**src/r2fft_pkg.sv**
```systemverilog
// Shared constants, types and table functions of the radix-2 FFT block.
`timescale 1ns / 1ps
`default_nettype none

package r2fft_pkg;

    localparam int MAX_POINTS  = 1024;
    localparam int SAMPLE_BITS = 16;
    localparam int TW_BITS     = 16;
    localparam int TW_FRAC     = TW_BITS - 1;
    localparam int LOG_MAX     = $clog2(MAX_POINTS);
    localparam int ADDR_W      = LOG_MAX;
    localparam int CNT_W       = LOG_MAX + 1;
    localparam int DATA_W      = 32;
    localparam int WORD_W      = 2 * DATA_W;
    localparam int QUARTER     = MAX_POINTS / 4;
    localparam int QUARTER_HALF = QUARTER / 2;
    localparam int Q_W         = LOG_MAX - 2;
    localparam int LOG_W       = 4;
    localparam int MODE_W      = 2;
    localparam int BIN_W       = 10;
    localparam int APB_AW      = 3;
    localparam int APB_DW      = 32;
    localparam int PROD_W      = DATA_W + 1 + TW_BITS;
    localparam int QDEPTH      = 2;
    localparam longint HALF_PI_Q30 = 64'sd1686629713;
    localparam longint S32_MAX     = 64'sd2147483647;
    localparam longint S32_MIN     = -64'sd2147483648;

    // Rounded-up reciprocals in Q64 of the Taylor step divisors (2k)(2k+1).
    localparam logic [63:0] TAYLOR_RECIP [8] = '{
        64'(((65'd1 << 64) / 65'd6) + 65'd1),
        64'(((65'd1 << 64) / 65'd20) + 65'd1),
        64'(((65'd1 << 64) / 65'd42) + 65'd1),
        64'(((65'd1 << 64) / 65'd72) + 65'd1),
        64'(((65'd1 << 64) / 65'd110) + 65'd1),
        64'(((65'd1 << 64) / 65'd156) + 65'd1),
        64'(((65'd1 << 64) / 65'd210) + 65'd1),
        64'(((65'd1 << 64) / 65'd272) + 65'd1)
    };

    localparam logic [MODE_W-1:0] MODE_FWD  = 2'd0;
    localparam logic [MODE_W-1:0] MODE_INV  = 2'd1;
    localparam logic [MODE_W-1:0] MODE_REAL = 2'd2;

    localparam logic REG_MODE = 1'b0;
    localparam logic REG_LOG  = 1'b1;

    typedef enum logic {
        OP_LOAD,
        OP_READ
    } op_t;

    typedef struct packed {
        op_t                op;
        logic [DATA_W-1:0]  re;
        logic [DATA_W-1:0]  im;
    } cmd_t;

    typedef struct packed {
        logic              inverse;
        logic              real_mode;
        logic [LOG_W-1:0]  l;
        logic [LOG_W-1:0]  lg;
        logic [CNT_W-1:0]  items;
    } cfg_t;

    typedef struct packed {
        logic [TW_BITS-1:0] c;
        logic [TW_BITS-1:0] s;
    } tw_t;

    typedef logic [TW_FRAC-1:0] qsin_arr_t [QUARTER+1];

    // Quarter-wave sine in unsigned Q0.15, from a Q30 Taylor series through x^17.
    // The terms stay non-negative, so each step divides exactly through its reciprocal.
    function automatic qsin_arr_t build_qsin();
        qsin_arr_t t;
        longint x;
        longint x2;
        longint term;
        longint sum;
        longint v;
        logic [63:0]  n;
        logic [127:0] prod;
        for (int p = 0; p <= QUARTER; p++)
        begin
            x = (longint'(p) * HALF_PI_Q30 + QUARTER_HALF) >>> Q_W;
            x2 = (x * x) >>> 30;
            term = x;
            sum = x;
            for (int k = 1; k <= 8; k++)
            begin
                n = 64'((term * x2) >>> 30);
                prod = {64'd0, n} * {64'd0, TAYLOR_RECIP[k-1]};
                term = longint'(prod[127:64]);
                if ((k & 1) == 1)
                begin
                    sum = sum - term;
                end
                else
                begin
                    sum = sum + term;
                end
            end
            v = (sum + (longint'(1) <<< (29 - TW_FRAC))) >>> (30 - TW_FRAC);
            if (v > (longint'(1) <<< TW_FRAC) - 1)
            begin
                v = (longint'(1) <<< TW_FRAC) - 1;
            end
            if (v < 0)
            begin
                v = 0;
            end
            t[p] = TW_FRAC'(v);
        end
        return t;
    endfunction

    localparam qsin_arr_t QSIN = build_qsin();

    function automatic logic [TW_BITS-1:0] wave(input logic [ADDR_W-1:0] p);
        logic [1:0]     q;
        logic [Q_W:0]   r;
        logic [Q_W:0]   idx;
        logic [TW_BITS-1:0] mag;
        q = p[ADDR_W-1 -: 2];
        r = {1'b0, p[Q_W-1:0]};
        idx = q[0] ? ((Q_W + 1)'(QUARTER) - r) : r;
        mag = {1'b0, QSIN[idx]};
        return q[1] ? (TW_BITS'(0) - mag) : mag;
    endfunction

    function automatic tw_t twiddle(input logic [ADDR_W-1:0] t);
        tw_t w;
        w.c = wave(t + ADDR_W'(QUARTER));
        w.s = wave(t);
        return w;
    endfunction

    function automatic logic [ADDR_W-1:0] bitrev(input logic [ADDR_W-1:0] v,
                                                 input logic [LOG_W-1:0] lg);
        logic [ADDR_W-1:0] r;
        for (int b = 0; b < ADDR_W; b++)
        begin
            r[ADDR_W-1-b] = v[b];
        end
        return r >> (LOG_W'(ADDR_W) - lg);
    endfunction

    function automatic logic [DATA_W-1:0] sat32(input logic signed [63:0] v);
        if (v > S32_MAX)
        begin
            return DATA_W'(S32_MAX);
        end
        if (v < S32_MIN)
        begin
            return DATA_W'(S32_MIN);
        end
        return DATA_W'(v);
    endfunction

endpackage

`default_nettype wire

```
**src/r2fft_front.sv**
```systemverilog
// Front end: configuration registers, mode decoding and input word classification.
`timescale 1ns / 1ps
`default_nettype none

module r2fft_front (
    input  wire logic                                clk,
    input  wire logic                                rst_n,
    input  wire logic                                psel,
    input  wire logic                                penable,
    input  wire logic                                pwrite,
    input  wire logic [r2fft_pkg::APB_AW-1:0]        paddr,
    input  wire logic [r2fft_pkg::APB_DW-1:0]        pwdata,
    output logic      [r2fft_pkg::APB_DW-1:0]        prdata,
    output logic                                     pready,
    input  wire logic                                push,
    output logic                                     full,
    input  wire logic                                action,
    input  wire logic signed [r2fft_pkg::SAMPLE_BITS-1:0] in_re,
    input  wire logic signed [r2fft_pkg::SAMPLE_BITS-1:0] in_im,
    input  wire logic                                q_full,
    output logic                                     q_push,
    output r2fft_pkg::cmd_t                          q_data,
    output r2fft_pkg::cfg_t                          cfg,
    output logic                                     cfg_wr
);

    logic [r2fft_pkg::MODE_W-1:0] mode_reg;
    logic [r2fft_pkg::LOG_W-1:0]  log2_len_reg;
    logic [r2fft_pkg::LOG_W-1:0]  l_eff;
    logic [r2fft_pkg::MODE_W-1:0] md;

    assign pready = 1'b1;
    assign cfg_wr = psel && penable && pwrite;

    always_ff @(posedge clk or negedge rst_n)
    begin
        if (!rst_n)
        begin
            mode_reg     <= r2fft_pkg::MODE_FWD;
            log2_len_reg <= r2fft_pkg::LOG_W'(r2fft_pkg::LOG_MAX);
        end
        else if (cfg_wr)
        begin
            unique case (paddr[2])
                r2fft_pkg::REG_MODE: mode_reg     <= pwdata[r2fft_pkg::MODE_W-1:0];
                r2fft_pkg::REG_LOG:  log2_len_reg <= pwdata[r2fft_pkg::LOG_W-1:0];
                default: ;
            endcase
        end
    end

    always_comb
    begin
        unique case (paddr[2])
            r2fft_pkg::REG_MODE: prdata = r2fft_pkg::APB_DW'(mode_reg);
            r2fft_pkg::REG_LOG:  prdata = r2fft_pkg::APB_DW'(log2_len_reg);
            default:             prdata = '0;
        endcase
    end

    // Clamp the length and fold the unused mode code onto forward.
    always_comb
    begin
        if (log2_len_reg < r2fft_pkg::LOG_W'(2))
        begin
            l_eff = r2fft_pkg::LOG_W'(2);
        end
        else if (log2_len_reg > r2fft_pkg::LOG_W'(r2fft_pkg::LOG_MAX))
        begin
            l_eff = r2fft_pkg::LOG_W'(r2fft_pkg::LOG_MAX);
        end
        else
        begin
            l_eff = log2_len_reg;
        end
        unique case (mode_reg)
            r2fft_pkg::MODE_INV:  md = r2fft_pkg::MODE_INV;
            r2fft_pkg::MODE_REAL: md = r2fft_pkg::MODE_REAL;
            default:              md = r2fft_pkg::MODE_FWD;
        endcase
        cfg.inverse   = (md == r2fft_pkg::MODE_INV);
        cfg.real_mode = (md == r2fft_pkg::MODE_REAL);
        cfg.l         = l_eff;
        cfg.lg        = cfg.real_mode ? (l_eff - r2fft_pkg::LOG_W'(1)) : l_eff;
        cfg.items     = r2fft_pkg::CNT_W'(1) << cfg.lg;
    end

    assign full   = q_full;
    assign q_push = push && !q_full;

    always_comb
    begin
        q_data.op = action ? r2fft_pkg::OP_READ : r2fft_pkg::OP_LOAD;
        q_data.re = r2fft_pkg::DATA_W'(in_re);
        q_data.im = r2fft_pkg::DATA_W'(in_im);
    end

endmodule

`default_nettype wire

```
**config.mk**
```make
export PLATFORM = sky130hd
export DESIGN_NAME = r2fft_front
export DESIGN_NICKNAME = d
export VERILOG_FILES = /design/src/r2fft_pkg.sv /design/src/r2fft_front.sv
export SDC_FILE = /design/constraint.sdc
export NUM_CORES = 1
export LEC_CHECK = 0
export BUFFER_PORTS_ARGS = -buffer_cell sky130_fd_sc_hd__buf_2
export CAP_MARGIN = 20
export CELL_PAD_IN_SITES_DETAIL_PLACEMENT = 2
export CELL_PAD_IN_SITES_GLOBAL_PLACEMENT = 2
export CORE_MARGIN = 2
export CORE_UTILIZATION = 14
export CTS_BUF_LIST = sky130_fd_sc_hd__clkbuf_2
export CTS_CLUSTER_DIAMETER = 120
export DETAILED_ROUTE_END_ITERATION = 6
export PLACE_DENSITY_LB_ADDON = 0.1
export SLEW_MARGIN = 20
export SYNTH_ARGS = -nofsm -noshare
export SYNTH_HDL_FRONTEND = slang
export SYNTH_SLANG_ARGS = --single-unit
```
**constraint.sdc**
```tcl
create_clock -name clk -period 3.6 [get_ports clk]
set_input_delay 0.54 -clock clk [delete_from_list [all_inputs] [get_ports clk]]
set_output_delay 0.54 -clock clk [all_outputs]
set_load 0.01 [all_outputs]
```
# --- Word level (Yosys, flattened, before mapping) ---
# Index checks and enable logic that the tools add are counted.
word_totals:
  output_inout_bits: 122
  inputBits: 75
  ff_bits: 6
  word_cells: 23
op_classes:
  n_addsub: 1
  muxes: 6
  n_reduce_logical: 6
  bitwise_logic: 1
  n_eq_ne: 4
  shifts: 1
  order_cmp: 2
op_table:
  columns: ["op", "n"]
  rows:
  - ["case mux 32 bit (2 select lines)", 1]
  - ["2-to-1 mux 4 bit", 3]
  - ["<< shifter 1 x 4 -> 11 bit, first input constant", 1]
  - ["equality test 2 x 1 -> 1 bit, second input constant", 2]
  - ["equality test 2 bit, second input constant", 2]
  - ["> comparator 4 bit, second input constant", 1]
  - ["less-than comparator 4 x 2 -> 1 bit, second input constant", 1]
  - ["case mux 2 bit (2 select lines)", 1]
  - ["AND reduction 2 bit", 2]
  - ["subtractor 4 x 1 -> 4 bit, second input constant", 1]
  - ["logical AND 1 bit", 3]
  - ["zero test 1 bit", 1]
  - ["2-to-1 mux 1 bit", 1]
  - ["NOT 1 bit", 1]

# --- Logic depth before layout (Yosys ltp) ---
depth:
  ltp_word: 6
  depth_mapped: 9
  mapped_depth_nobuf: 8

# --- Least setup slack after synthesis ---
# No wires, ideal clock.
synth_path:
  path_type: "register to output"
  startpoint: "register log2_len_reg[1] (netlist name)"
  endpoint: "output port cfg[2] (netlist name)"
  n_path_buf: 1
  stages_incl_launch_ff: 9
  t_arrival_ns: 1.878
  path_slack_ns: 1.182
  required_ns: 3.060
  path_cell_list: "dfstp_2 -> buf_2 -> or3_4 -> nand3_4 -> ha_1 -> nand3b_1 -> xor2_1 -> nand2_1 -> nor2_1"
synth_lines:
  columns: ["item", "line_no", "source"]
  rows:
  - ["start: declaration", "r2fft_front.sv:28", "logic [r2fft_pkg::LOG_W-1:0] log2_len_reg;"]
  - ["start signal: assignment", "r2fft_front.sv:40", "log2_len_reg <= r2fft_pkg::LOG_W'(r2fft_pkg::LOG_MAX);"]
  - ["start signal: assignment", "r2fft_front.sv:46", "r2fft_pkg::REG_LOG: log2_len_reg <= pwdata[r2fft_pkg::LOG_W-1:0];"]
  - ["end: declaration", "r2fft_front.sv:23", "output r2fft_pkg::cfg_t cfg,"]

==> flow_metrics.tcl <==
set metrics [dict create \
    overflow 0 \
    cts_resized 0 \
    die_w_um 103.3 \
    final_util_pct 11.54 \
    syn_area_per_cell_um2 7.977 \
    cts_tree "built" \
    core_um2 9684 \
    worst_setup_path_start_kind "flip-flop" \
    setup_tns_ps 0 \
    n_antenna_cell 0 \
    rsz0062_at_grt "no" \
    cp.buffers_inverters 1 \
    ys_ff_latch 6 \
    cp.arrival_ps 2430 \
    finalCritPeriodShare_pct 82.48 \
    worstPathRequired_ps 3060 \
    r2r_cells 1 \
    areaGrowthSynthToFinish_pct -19.04 \
    antenna_found_initial 0 \
    drc 0 \
    rows 36 \
    antenna_violating_nets_post_route 0 \
    cap_violations 0 \
    max_stage_delay_ps 690 \
    place_ws_ps 779.6 \
    first_global_vias 813 \
    syn_area_um2 1380 \
    maxSlewHeadroom_pct 66.04 \
    die_h_um 103.3 \
    ys_types 35 \
    num_vias 798 \
    numCtsBuffers 3 \
    reg2reg_setup_slack_ps 2650 \
    syn-instance-count 173 \
    largest_reg_flops 4 \
    start_util_pct 14.25 \
    wl_per_cell_um 11.17 \
    synth_top_area_cell "buf_4" \
    yosys_warnings 0 \
    dpl-instance-area_um2 1097 \
    r2r-start "log2_len_reg[3]" \
    die-area_um2 10670 \
    fin_crit_ps 2969 \
    ctsHoldBuffers 0 \
    clk_latency_ps 250 \
    crit_slowest_cell "dfstp_2" \
    clk_pin_slew_worst_paths_ps 80 \
    setup_slack_ps 630.8 \
    finalHoldViolCount 0 \
    drt-initial-drc-count 1 \
    path_cells "or3_4 -> nand3_4 -> ha_1 -> nand3b_1 -> xor2_1 -> nand2_1 -> nor2_1 -> buf_2" \
    placed_cells 272 \
    worstReg2RegEnd "log2_len_reg[3]" \
    cts_sinks 6 \
    post_cts_buffers 0 \
    grt_usage_pct 5.521 \
    avgViaCountPerCell 2.891 \
    cp_top_family "simple AND/OR/NAND/NOR gates" \
    synth_top_cell_area_share_pct 52.22 \
    h-tree-depth 1 \
    clock_skew_ps 0 \
    io_pins 197 \
    final_cell_area_um2 1117 \
    grt_max_degree 18 \
    worst-setup-path-type "flip-flop to output pin" \
    max_freq_ghz 0.3368 \
    cp_num_cells 8 \
    instances_no_fill 276 \
    hpwl_um 2617 \
    p_leak_uw 0.0005499 \
    ir_drop_mv 0.08654 \
    critPathLaunch "log2_len_reg[3]" \
    cts.root.buffer_cell "clkbuf_2" \
    grt_pass1_wl_um 4402 \
    portBuffers 39 \
    gp_congestion 0.6917 \
    max_slew.worst_pin.slew_ps 507.7 \
    layout-drive-gt1-share_pct 43.36 \
    wirelength_um 3082 \
    critPathMaxFanout 11 \
    outcome "complete, no violations" \
    cts_buffer_depth 2 \
    cp-end-kind "output pin" \
    hold_path_class "input pin to asynchronous set/reset pin" \
    synth_area_leaders "buf_4 (52%), dfrtp_1 (7.3%), mux2_2 (6.5%)" \
    cp-endpoint "cfg[0]" \
    synth-seq-area-share_pct 11.06 \
    power_density_nw_per_um2 483.6 \
    slew_viol_final 0 \
    first_pass_iters 4 \
    setup_viol 0 \
    final_nets 220 \
]
## cell usage after synthesis (all sizes together)
| cell | count |
|---|---|
| mux2i | 3 |
| a22oi | 1 |
| buf | 99 |
| o21ai | 2 |
| xor2 | 1 |
| conb | 2 |
| dfrtp | 4 |
| nand3 | 1 |
| nand3b | 2 |
| and3 | 1 |
| dfstp | 2 |
| nor3b | 1 |
| inv | 5 |
| nor2b | 4 |
| o31a | 1 |
| o41ai | 1 |
| xnor2 | 2 |
| a21oi | 3 |
| nor3 | 2 |
| nor2 | 11 |
| nand2 | 8 |
| or3 | 1 |
| ha | 1 |
| o22a | 1 |
| and2 | 3 |
| clkbuf | 1 |
| mux2 | 9 |
| nand2b | 1 |
## through the flow
stage	total power, uW	hold slack [ps]
after floorplan	463.4	244.4
after global placement	491.2	371.9
after detailed placement	496.2	375.6
after CTS	562.1	78.90
after global routing	601.9	77.16
final	540.4	96.00
## power breakdown
part / switching, uW / internal, uW / total, uW
Sequential: 41.7 / 86.6 / 128
Combinational: 208 / 145 / 353
Clock: 29.8 / 29.4 / 59.2
## cells in the final DEF, fill, tap and decap left out, drive strengths merged
master	count
mux2i	3
conb	29
inv	5
nand2	8
nor3b	1
o41ai	1
mux2	9
o21ai	2
o31a	1
dfrtp	4
or3	1
nand2b	1
and2	3
dfstp	2
xnor2	2
and3	1
nand3b	2
a21oi	3
o22a	1
xor2	1
nor2	11
ha	1
nor3	2
buf	39
nand3	1
nor2b	4
clkbuf	4
a22oi	1
## area by class of cell
cell class / count / area [um2]
fill: 1167 / 8567
multi-input combinational: 89 / 561.8
timing repair buffer: 39 / 195.2
tap: 133 / 166.4
sequential: 6 / 152.6
inverter: 5 / 21.27
clock buffer: 4 / 20.02
## worst min-delay path by stage
| stage | slack, ps | cells after the start | to |
|---|---|---|---|
| 3_3_place_gp | 370 | 1 | log2_len_reg[2] |
| 4_1_cts | 80 | 1 | log2_len_reg[0] |
| 5_1_grt | 80 | 1 | log2_len_reg[0] |
| 2_1_floorplan | 240 | 0 | log2_len_reg[0] |
| 3_5_place_dp | 380 | 1 | log2_len_reg[2] |
| 6_report | 100 | 1 | log2_len_reg[0] |
## logic make-up (layout without fill, tap and decap cells)
group / after synthesis / after routing / synth area share [%]
AO/OA/AOI/OAI: 9 / 9 / 5.893
multiplexers: 12 / 12 / 9.520
other: 2 / 29 / 0.5442
adder cells (fa/ha/maj): 1 / 1 / 0.9065
XOR/XNOR: 3 / 3 / 1.904
flip-flops: 6 / 6 / 11.06
AND/OR/NAND/NOR: 35 / 35 / 14.60
buffers and inverters: 105 / 48 / 55.58
## per-layer routing
metal,wire length [um],share of wire (%),global-route usage [%]
met1,1226,40,6.686
met2,1494,48,8.791
met3,286,9.3,0.8065
met4,74,2.4,4.251
met5,0,0,0
(Power assumes the default switching activity.)
