[src/r2fft_pkg.sv]
// Shared constants, types and table functions of the radix-2 FFT block.
`timescale 1ns / 1ps
`default_nettype none

package r2fft_pkg;

    localparam int MAX_POINTS  = 1024;
    localparam int SAMPLE_BITS = 16;
    localparam int TW_BITS     = 16;
    localparam int TW_FRAC     = TW_BITS - 1;
    localparam int LOG_MAX     = $clog2(MAX_POINTS);
    localparam int ADDR_W      = LOG_MAX;
    localparam int CNT_W       = LOG_MAX + 1;
    localparam int DATA_W      = 32;
    localparam int WORD_W      = 2 * DATA_W;
    localparam int QUARTER     = MAX_POINTS / 4;
    localparam int QUARTER_HALF = QUARTER / 2;
    localparam int Q_W         = LOG_MAX - 2;
    localparam int LOG_W       = 4;
    localparam int MODE_W      = 2;
    localparam int BIN_W       = 10;
    localparam int APB_AW      = 3;
    localparam int APB_DW      = 32;
    localparam int PROD_W      = DATA_W + 1 + TW_BITS;
    localparam int QDEPTH      = 2;
    localparam longint HALF_PI_Q30 = 64'sd1686629713;
    localparam longint S32_MAX     = 64'sd2147483647;
    localparam longint S32_MIN     = -64'sd2147483648;

    // Rounded-up reciprocals in Q64 of the Taylor step divisors (2k)(2k+1).
    localparam logic [63:0] TAYLOR_RECIP [8] = '{
        64'(((65'd1 << 64) / 65'd6) + 65'd1),
        64'(((65'd1 << 64) / 65'd20) + 65'd1),
        64'(((65'd1 << 64) / 65'd42) + 65'd1),
        64'(((65'd1 << 64) / 65'd72) + 65'd1),
        64'(((65'd1 << 64) / 65'd110) + 65'd1),
        64'(((65'd1 << 64) / 65'd156) + 65'd1),
        64'(((65'd1 << 64) / 65'd210) + 65'd1),
        64'(((65'd1 << 64) / 65'd272) + 65'd1)
    };

    localparam logic [MODE_W-1:0] MODE_FWD  = 2'd0;
    localparam logic [MODE_W-1:0] MODE_INV  = 2'd1;
    localparam logic [MODE_W-1:0] MODE_REAL = 2'd2;

    localparam logic REG_MODE = 1'b0;
    localparam logic REG_LOG  = 1'b1;

    typedef enum logic {
        OP_LOAD,
        OP_READ
    } op_t;

    typedef struct packed {
        op_t                op;
        logic [DATA_W-1:0]  re;
        logic [DATA_W-1:0]  im;
    } cmd_t;

    typedef struct packed {
        logic              inverse;
        logic              real_mode;
        logic [LOG_W-1:0]  l;
        logic [LOG_W-1:0]  lg;
        logic [CNT_W-1:0]  items;
    } cfg_t;

    typedef struct packed {
        logic [TW_BITS-1:0] c;
        logic [TW_BITS-1:0] s;
    } tw_t;

    typedef logic [TW_FRAC-1:0] qsin_arr_t [QUARTER+1];

    // Quarter-wave sine in unsigned Q0.15, from a Q30 Taylor series through x^17.
    // The terms stay non-negative, so each step divides exactly through its reciprocal.
    function automatic qsin_arr_t build_qsin();
        qsin_arr_t t;
        longint x;
        longint x2;
        longint term;
        longint sum;
        longint v;
        logic [63:0]  n;
        logic [127:0] prod;
        for (int p = 0; p <= QUARTER; p++)
        begin
            x = (longint'(p) * HALF_PI_Q30 + QUARTER_HALF) >>> Q_W;
            x2 = (x * x) >>> 30;
            term = x;
            sum = x;
            for (int k = 1; k <= 8; k++)
            begin
                n = 64'((term * x2) >>> 30);
                prod = {64'd0, n} * {64'd0, TAYLOR_RECIP[k-1]};
                term = longint'(prod[127:64]);
                if ((k & 1) == 1)
                begin
                    sum = sum - term;
                end
                else
                begin
                    sum = sum + term;
                end
            end
            v = (sum + (longint'(1) <<< (29 - TW_FRAC))) >>> (30 - TW_FRAC);
            if (v > (longint'(1) <<< TW_FRAC) - 1)
            begin
                v = (longint'(1) <<< TW_FRAC) - 1;
            end
            if (v < 0)
            begin
                v = 0;
            end
            t[p] = TW_FRAC'(v);
        end
        return t;
    endfunction

    localparam qsin_arr_t QSIN = build_qsin();

    function automatic logic [TW_BITS-1:0] wave(input logic [ADDR_W-1:0] p);
        logic [1:0]     q;
        logic [Q_W:0]   r;
        logic [Q_W:0]   idx;
        logic [TW_BITS-1:0] mag;
        q = p[ADDR_W-1 -: 2];
        r = {1'b0, p[Q_W-1:0]};
        idx = q[0] ? ((Q_W + 1)'(QUARTER) - r) : r;
        mag = {1'b0, QSIN[idx]};
        return q[1] ? (TW_BITS'(0) - mag) : mag;
    endfunction

    function automatic tw_t twiddle(input logic [ADDR_W-1:0] t);
        tw_t w;
        w.c = wave(t + ADDR_W'(QUARTER));
        w.s = wave(t);
        return w;
    endfunction

    function automatic logic [ADDR_W-1:0] bitrev(input logic [ADDR_W-1:0] v,
                                                 input logic [LOG_W-1:0] lg);
        logic [ADDR_W-1:0] r;
        for (int b = 0; b < ADDR_W; b++)
        begin
            r[ADDR_W-1-b] = v[b];
        end
        return r >> (LOG_W'(ADDR_W) - lg);
    endfunction

    function automatic logic [DATA_W-1:0] sat32(input logic signed [63:0] v);
        if (v > S32_MAX)
        begin
            return DATA_W'(S32_MAX);
        end
        if (v < S32_MIN)
        begin
            return DATA_W'(S32_MIN);
        end
        return DATA_W'(v);
    endfunction

endpackage

`default_nettype wire

[src/r2fft_queue.sv]
// Two-entry command queue between the front end and the transform engine.
`timescale 1ns / 1ps
`default_nettype none

module r2fft_queue (
    input  wire logic            clk,
    input  wire logic            rst_n,
    input  wire logic            push,
    input  r2fft_pkg::cmd_t      din,
    output logic                 full,
    input  wire logic            pop,
    output r2fft_pkg::cmd_t      dout,
    output logic                 empty
);

    localparam int PTR_W = $clog2(r2fft_pkg::QDEPTH);

    r2fft_pkg::cmd_t        mem [r2fft_pkg::QDEPTH];
    logic [PTR_W-1:0]       wr_ptr_reg;
    logic [PTR_W-1:0]       rd_ptr_reg;
    logic [PTR_W:0]         count_reg;

    assign full  = (count_reg == (PTR_W + 1)'(r2fft_pkg::QDEPTH));
    assign empty = (count_reg == '0);
    assign dout  = mem[rd_ptr_reg];

    always_ff @(posedge clk)
    begin
        if (push)
        begin
            mem[wr_ptr_reg] <= din;
        end
    end

    always_ff @(posedge clk or negedge rst_n)
    begin
        if (!rst_n)
        begin
            wr_ptr_reg <= '0;
            rd_ptr_reg <= '0;
            count_reg  <= '0;
        end
        else
        begin
            if (push)
            begin
                wr_ptr_reg <= wr_ptr_reg + PTR_W'(1);
            end
            if (pop)
            begin
                rd_ptr_reg <= rd_ptr_reg + PTR_W'(1);
            end
            if (push && !pop)
            begin
                count_reg <= count_reg + (PTR_W + 1)'(1);
            end
            else if (pop && !push)
            begin
                count_reg <= count_reg - (PTR_W + 1)'(1);
            end
        end
    end

endmodule

`default_nettype wire

[config.mk]
export PLATFORM = sky130hd
export DESIGN_NAME = r2fft_queue
export DESIGN_NICKNAME = d
export VERILOG_FILES = /design/src/r2fft_pkg.sv /design/src/r2fft_queue.sv
export SDC_FILE = /design/constraint.sdc
export NUM_CORES = 1
export LEC_CHECK = 0
export BUFFER_PORTS_ARGS = -buffer_cell sky130_fd_sc_hd__buf_2
export CORE_ASPECT_RATIO = 0.6
export CORE_UTILIZATION = 30
export CTS_BUF_LIST = sky130_fd_sc_hd__clkbuf_8 sky130_fd_sc_hd__clkbuf_16
export DETAILED_ROUTE_END_ITERATION = 10
export GPL_ROUTABILITY_DRIVEN = 0
export GPL_TIMING_DRIVEN = 1
export PLACE_DENSITY = 0.54
export SLEW_MARGIN = 30
export SYNTH_ARGS = -nofsm -noshare
export SYNTH_HDL_FRONTEND = slang
export SYNTH_SLANG_ARGS = --single-unit
[constraint.sdc]
create_clock -name clk -period 11.7 [get_ports clk]
set_input_delay 1.17 -clock clk [delete_from_list [all_inputs] [get_ports clk]]
set_output_delay 1.17 -clock clk [all_outputs]
set_load 0.02 [all_outputs]
# Yosys cells after proc, flatten, opt, wreduce, memory -nomap -nowiden
# Memories as Yosys holds them, arrays and structs flattened.
# Index checks and enable logic that the tools add are counted.
[word_totals]
register_bits = 4
out_inout_bits = 67
memories = 1
input_bits = 69
ramBits = 130
[memory_table]
columns = ["memory", "words", "word_bits", "read_ports", "rd_clocked_by_memory_dff", "wr", "line", "text"]
rows = [
  ["mem", 2, 65, 1, 0, 1, "r2fft_queue.sv:18", "r2fft_pkg::cmd_t mem [r2fft_pkg::QDEPTH];"],
]
[classes]
add_sub_neg = 4
n_reduce_logical = 6
eq_ne = 1
muxes = 4
[ops]
columns = ["operator", "count"]
rows = [
  ["two-way mux 2 bit", 2],
  ["adder 1 bit, second input constant", 2],
  ["adder 2 x 1 -> 2 bit, second input constant", 1],
  ["== test 2 bit, second input constant", 1],
  ["logical AND 1 bit", 2],
  ["zero test 1 bit", 2],
  ["zero test 2 bit", 1],
  ["two-way mux 1 bit", 2],
  ["nonzero test 2 bit", 1],
  ["subtractor 2 x 1 -> 2 bit, second input constant", 1],
]

# Depth between registers and ports, before layout
# Gate-level depths: netlist (run 1).
[logic_depth]
depth_word = 4
depth_mapped = 5
depth_no_buf = 5

# Worst setup path before layout (run 1)
# OpenSTA, ideal clock, no wires.
[synth_timing]
kind = "input to register"
startpoint = "input push"
endpoint = "memory mem[0][0] in the netlist's numbering (enable)"
path_stages = 1
required_ns = 11.204
path_slack_ns = 7.177
n_path_buf = 0
t_arrival_ns = 4.027
cell_sequence = "nor2b_1"
[synth_via]
elab_chain_cells = 2
[synth_lines]
columns = ["element", "line", "text"]
rows = [
  ["from (decl)", "r2fft_queue.sv:8", "input wire logic push,"],
  ["two-way mux 1 bit", "r2fft_queue.sv:29", "if (push)"],
  ["two-way mux 1 bit (implied by the code)", "r2fft_queue.sv:31", "mem[wr_ptr_reg] <= din;"],
  ["to (decl)", "r2fft_queue.sv:18", ""],
]
# No other way between the ends.

==> results of run 1 <==
[kinds of logic (layout without fill, tap and decap cells)]
logic type | after synthesis | count (layout) | synth area share
DFF | 134 | 134 | 0.795
muxes | 65 | 65 | 0.175
buffers and inverters | 8 | 171 | 0.0139
xor gates and xnor gates | 5 | 5 | 0.00869
and+or+nand+nor | 5 | 5 | 0.00522
adders and majority gates | 1 | 1 | 0.00248
other | 0 | 1 | 0
[routing by layer]
metal / vias up / share of wire
met4: 0 / 0.012
met3: 10 / 0.092
met5: - / 0
li1: 1167 / -
met2: 104 / 0.41
met1: 1234 / 0.48
[final cells by class]
class | count | area (sq um) | share of cell area
inverter | 1 | 3.75 | 0.000569
antenna | 1 | 2.50 | 0.000379
sequential | 134 | 4010 | 0.608
clock buffer | 17 | 425 | 0.0645
tap | 228 | 285 | 0.0432
timing repair buffer | 138 | 711 | 0.108
multi-input combinational | 76 | 975 | 0.148
clock inverter | 15 | 186 | 0.0283
[final timing paths]
kind / end / slack, ns / cells after the start
worst max-delay path: dout[41] / 8.13 / 3
worst min-delay path: count_reg[1] / 0.50 / 1
worst max register to register: rd_ptr_reg / 10.00 / 2
worst min register to register: count_reg[1] / 0.50 / 1
max in group asynchronous: rd_ptr_reg / 11.00 / 1
min in group asynchronous: rd_ptr_reg / 0.56 / 1
[stage by stage]
| stage | std cells | hold slack (ns) |
|---|---|---|
| floorplan | 218 | 0.455 |
| global placement | 576 | 0.475 |
| detailed placement | 576 | 0.492 |
| CTS | 608 | 0.503 |
| global route | 609 | 0.506 |
| finish | 610 | 0.498 |
[synth_stat cells (all sizes together)]
cell type	instances	area [sq um]
edfxtp	130	3900
mux2	65	882
buf	7	66.3
dfrtp	4	100
xor2	4	35.0
nor2	2	7.51
nor2b	2	12.5
and2	1	6.26
ha	1	12.5
inv	1	3.75
xnor2	1	8.76
[layout by cell type, fill, tap and decap left out, drive strengths merged]
master and n:
buf 138, edfxtp 130, mux2 65, clkbuf 17, clkinv 9, xor2 4, bufinv 4, dfrtp 4
inv 3, nor2 2, nor2b 2, diode 1, and2 1, xnor2 1, ha 1
[power by group through the flow]
stage | registers, uW | logic [uW] | clock network, uW
6_report | 690 | 511 | 550
3_3_place_gp | 701 | 511 | 0
4_1_cts | 694 | 517 | 567
2_1_floorplan | 673 | 400 | 0
3_5_place_dp | 703 | 514 | 0
5_1_grt | 701 | 547 | 587
==> results.tsv, run 1 <==
metric	value	unit
status	finished clean	
crit_required	10.53	ns
grt_pass1_wl	13.9	mm
synth_cell_types	13	
cts_tree	done	
p_leak	0.00260	uW
syn_avg_cell_area	23.1	sq um
fillers	1537	
cp_cell_sequence	buf_4 > mux2_2 > buf_2	
top_usage_layer	met2	
finalHoldViolCount	0	
p_sw_frac	0.304	
critPathCaptureType	output pin	
finalCritPeriodShare	0.306	
use_met2	0.159	
dr.pass1.iters	4	
met3_usage	0.0643	
cp.arrival	2.40	ns
cts.hold.buffers_added	0	
synth-seq-area-share	0.795	
switching_power	532	uW
drcViolationCount	0	
rsz0062_at_grt	no	
synth-seq-cells	134	
fp.dieW	169	um
grt_util_met1	0.143	
setup_violations	0	
die_height	102	um
relSlewSlack	0.391	
grt_max_degree	66	
crit_family	flip-flops	
r2r_start	rd_ptr_reg	
routed-via-count	2515	
antenna_found_initial	1	
cts_buffer_depth	2	
nNetsFinal	438	
fmax	0.280	GHz
crit_type	reg2out	
syn_nets	288	
finClkSkew	0.00655	ns
grt_pass1_vias	2553	
cp-startpoint	rd_ptr_reg	
final.setup.tns	0	ns
power_frac_seq	0.394	
cts.clk_slew.worst_paths	0.06	ns
min_period	3.57	ns
dp_hpwl	5.72	mm
post-route-util	0.405	
die_area	17300	sq um
placed_area	5960	sq um
hold_start	count_reg[1]	
via_per_inst	4.12	
synthCells	218	
drive_gt1_frac	0.617	
min_path_type	reg2reg	
coreArea	16300	sq um
drt_wl_total	9.42	mm
yosys_warnings	0	
avgRoutedWirePerCell	15.4	um
netlist_area	5040	sq um
gr-usage-all-layers	0.114	
crit_fanout	37	
largest_register_ff_count	130	
p_int	1220	uW
area_growth	30.9	%
drtIter0Drc	148	
start_util	0.309	
pre_cts_ws	8.51	ns
max_stage_delay	0.76	ns
htreeDepth	4	
slowest_stage	dfrtp_4	
cp-start-kind	flop	
drv_cap	0	
worst_pin_slew	0.913	ns
clock-sinks	134	
drtAntennaViolNets	0	
maxSlewViolCount	0	
peakVddDrop	101	uV
power_density	265	nW/um^2
rows	36	
fin_area	6600	sq um
clk_latency	0.41	ns
cp_num_buf_inv	2	
finalPower	1750	uW
overflow	0	
io_pins	136	
pwr-share-clk	0.314	
combPwrFrac	0.292	
cts_root_buf	clkbuf_16	
numCtsBuffers	17	
fin_ws	8.13	ns
cts_setup_buffers	0	
io_buffers	135	
cts.repair.resized	0	
Power figures use the tool's default switching activity.
==> run 2: changes to the inputs <==
--- a/config.mk
+++ b/config.mk
@@ -12,7 +12,7 @@
 export DETAILED_ROUTE_END_ITERATION = 10
 export GPL_ROUTABILITY_DRIVEN = 0
 export GPL_TIMING_DRIVEN = 1
-export PLACE_DENSITY = 0.54
+export PLACE_DENSITY = 0.55
 export SLEW_MARGIN = 30
 export SYNTH_ARGS = -nofsm -noshare
 export SYNTH_HDL_FRONTEND = slang
==> constraint.sdc (replaced) <==
create_clock -name clk -period 3.1 [get_ports clk]
set_input_delay 0.31 -clock clk [delete_from_list [all_inputs] [get_ports clk]]
set_output_delay 0.31 -clock clk [all_outputs]
set_load 0.02 [all_outputs]
==> results.tsv, run 2 (synthesis results as in run 1) <==
metric	value	unit
status	finished clean	
crit_required	2.79	ns
cts_tree	done	
drt_wl_total	9.26	mm
cp.arrival	2.13	ns
peakVddDrop	383	uV
coreArea	16300	sq um
die_height	102	um
start_util	0.309	
die_area	17300	sq um
clk_latency	0.40	ns
min_path_type	in2reg	
avgRoutedWirePerCell	15.2	um
cp_num_buf_inv	2	
slowest_stage	dfrtp_4	
cts.clk_slew.worst_paths	0.06	ns
rows	36	
cts_root_buf	clkbuf_16	
fp.dieW	169	um
gr-usage-all-layers	0.111	
drcViolationCount	0	
r2r_start	wr_ptr_reg	
crit_type	reg2out	
p_leak	0.00257	uW
final_common_cell	buf_2	
drtAntennaViolNets	0	
nNetsFinal	440	
crit-reg2reg-capture	mem[0][16]	
dp_hpwl	6.01	mm
finalHoldViolCount	0	
hold_slack	0.0914	ns
dr.pass1.iters	4	
min_period	2.44	ns
via_per_inst	4.05	
io_pins	136	
finalCritPeriodShare	0.786	
grt_max_degree	66	
finClkSkew	0.00785	ns
area_growth	29.9	%
diodes	0	
drv_cap	0	
reg2reg_depth	2	
cp_cell_sequence	buf_12 > mux2_2 > buf_2	
final.setup.tns	0	ns
reg2reg_slack	1.48	ns
routed-via-count	2475	
cts_buffer_depth	2	
setup_violations	0	
cp-startpoint	rd_ptr_reg	
power_density	968	nW/um^2
cp.depth	3	
drive_gt1_frac	0.616	
antenna_found_initial	1	
instances_no_fill	611	
place_inst	577	
cts.repair.resized	0	
cp-start-kind	flop	
fmax	0.410	GHz
largest_register_ff_count	130	
grt_pass1_vias	2556	
numCtsBuffers	17	
final_cell_mix	buf_2 (135), edfxtp_1 (130), mux2_4 (40)	
post-route-util	0.401	
max_stage_delay	0.80	ns
overflow	0	
worstSetupEndpoint	dout[39]	
io_buffers	135	
clock-sinks	134	
relSlewSlack	0.618	
worst_pin_slew	0.573	ns
maxSlewViolCount	0	
grt_pass1_wl	13.9	mm
crit_family	flip-flops	
crit_fanout	37	
rsz0062_at_grt	no	
critPathCaptureType	output pin	
htreeDepth	4	
drtIter0Drc	141	
-- run 2: how the worst min path moves through the flow --
| stage | from | end | slack, ns | cells past startpoint |
|---|---|---|---|---|
| 2_1_floorplan | rst_n | count_reg[0] | 0.01 | 0 |
| 3_3_place_gp | rst_n | count_reg[0] | 0.13 | 1 |
| 3_5_place_dp | rst_n | count_reg[0] | 0.13 | 1 |
| 4_1_cts | din[36] | mem[1][36] | 0.07 | 1 |
| 5_1_grt | din[36] | mem[0][36] | 0.07 | 1 |
| 6_report | din[62] | mem[1][62] | 0.09 | 1 |
-- run 2: where the power goes --
part,leakage (uW),switching [uW],internal (uW)
clock,0.000257,761,1020
sequential,0.00127,198,2410
combinational,0.00104,1070,872
total,0.00257,2030,4300
-- run 2: cell type report --
type	count	area (sq um)
Fill cell	1525	9760
Clock buffer	17	425
Multi-Input combinational cell	76	975
Inverter	1	3.75
Clock inverter	15	108
Tap cell	228	285
Sequential cell	134	4010
Timing Repair Buffer	140	741
-- run 2: worst register-to-register path: stages (launching register included) --
cell and delay (ns):
dfrtp_1 0.43, nor2b_4 0.39, buf_4 0.44
-- run 2: through the flow --
stage / setup WS (ns) / power [uW] / instance area [sq um]
3_3_place_gp: 1.09 / 4590 / 5980
5_1_grt: 0.572 / 6640 / 6550
4_1_cts: 0.618 / 6430 / 6530
2_1_floorplan: 0.571 / 4040 / 5040
3_5_place_dp: 1.06 / 4610 / 5980
6_report: 0.662 / 6340 / 6550
-- run 2: metal layers --
layer  up-vias  wire length [um]  global-route usage
li1       1166                 -                   -
met1      1201              4480               0.141
met2        98              3800               0.156
met3         8               901              0.0624
met4         2                67              0.0416
met5         -                15                   0
-- run 2: timing repair --
action,CTS,global route
endpoints found under the hold margin,4,0
buffers inserted,0,0
hold buffers,1,0
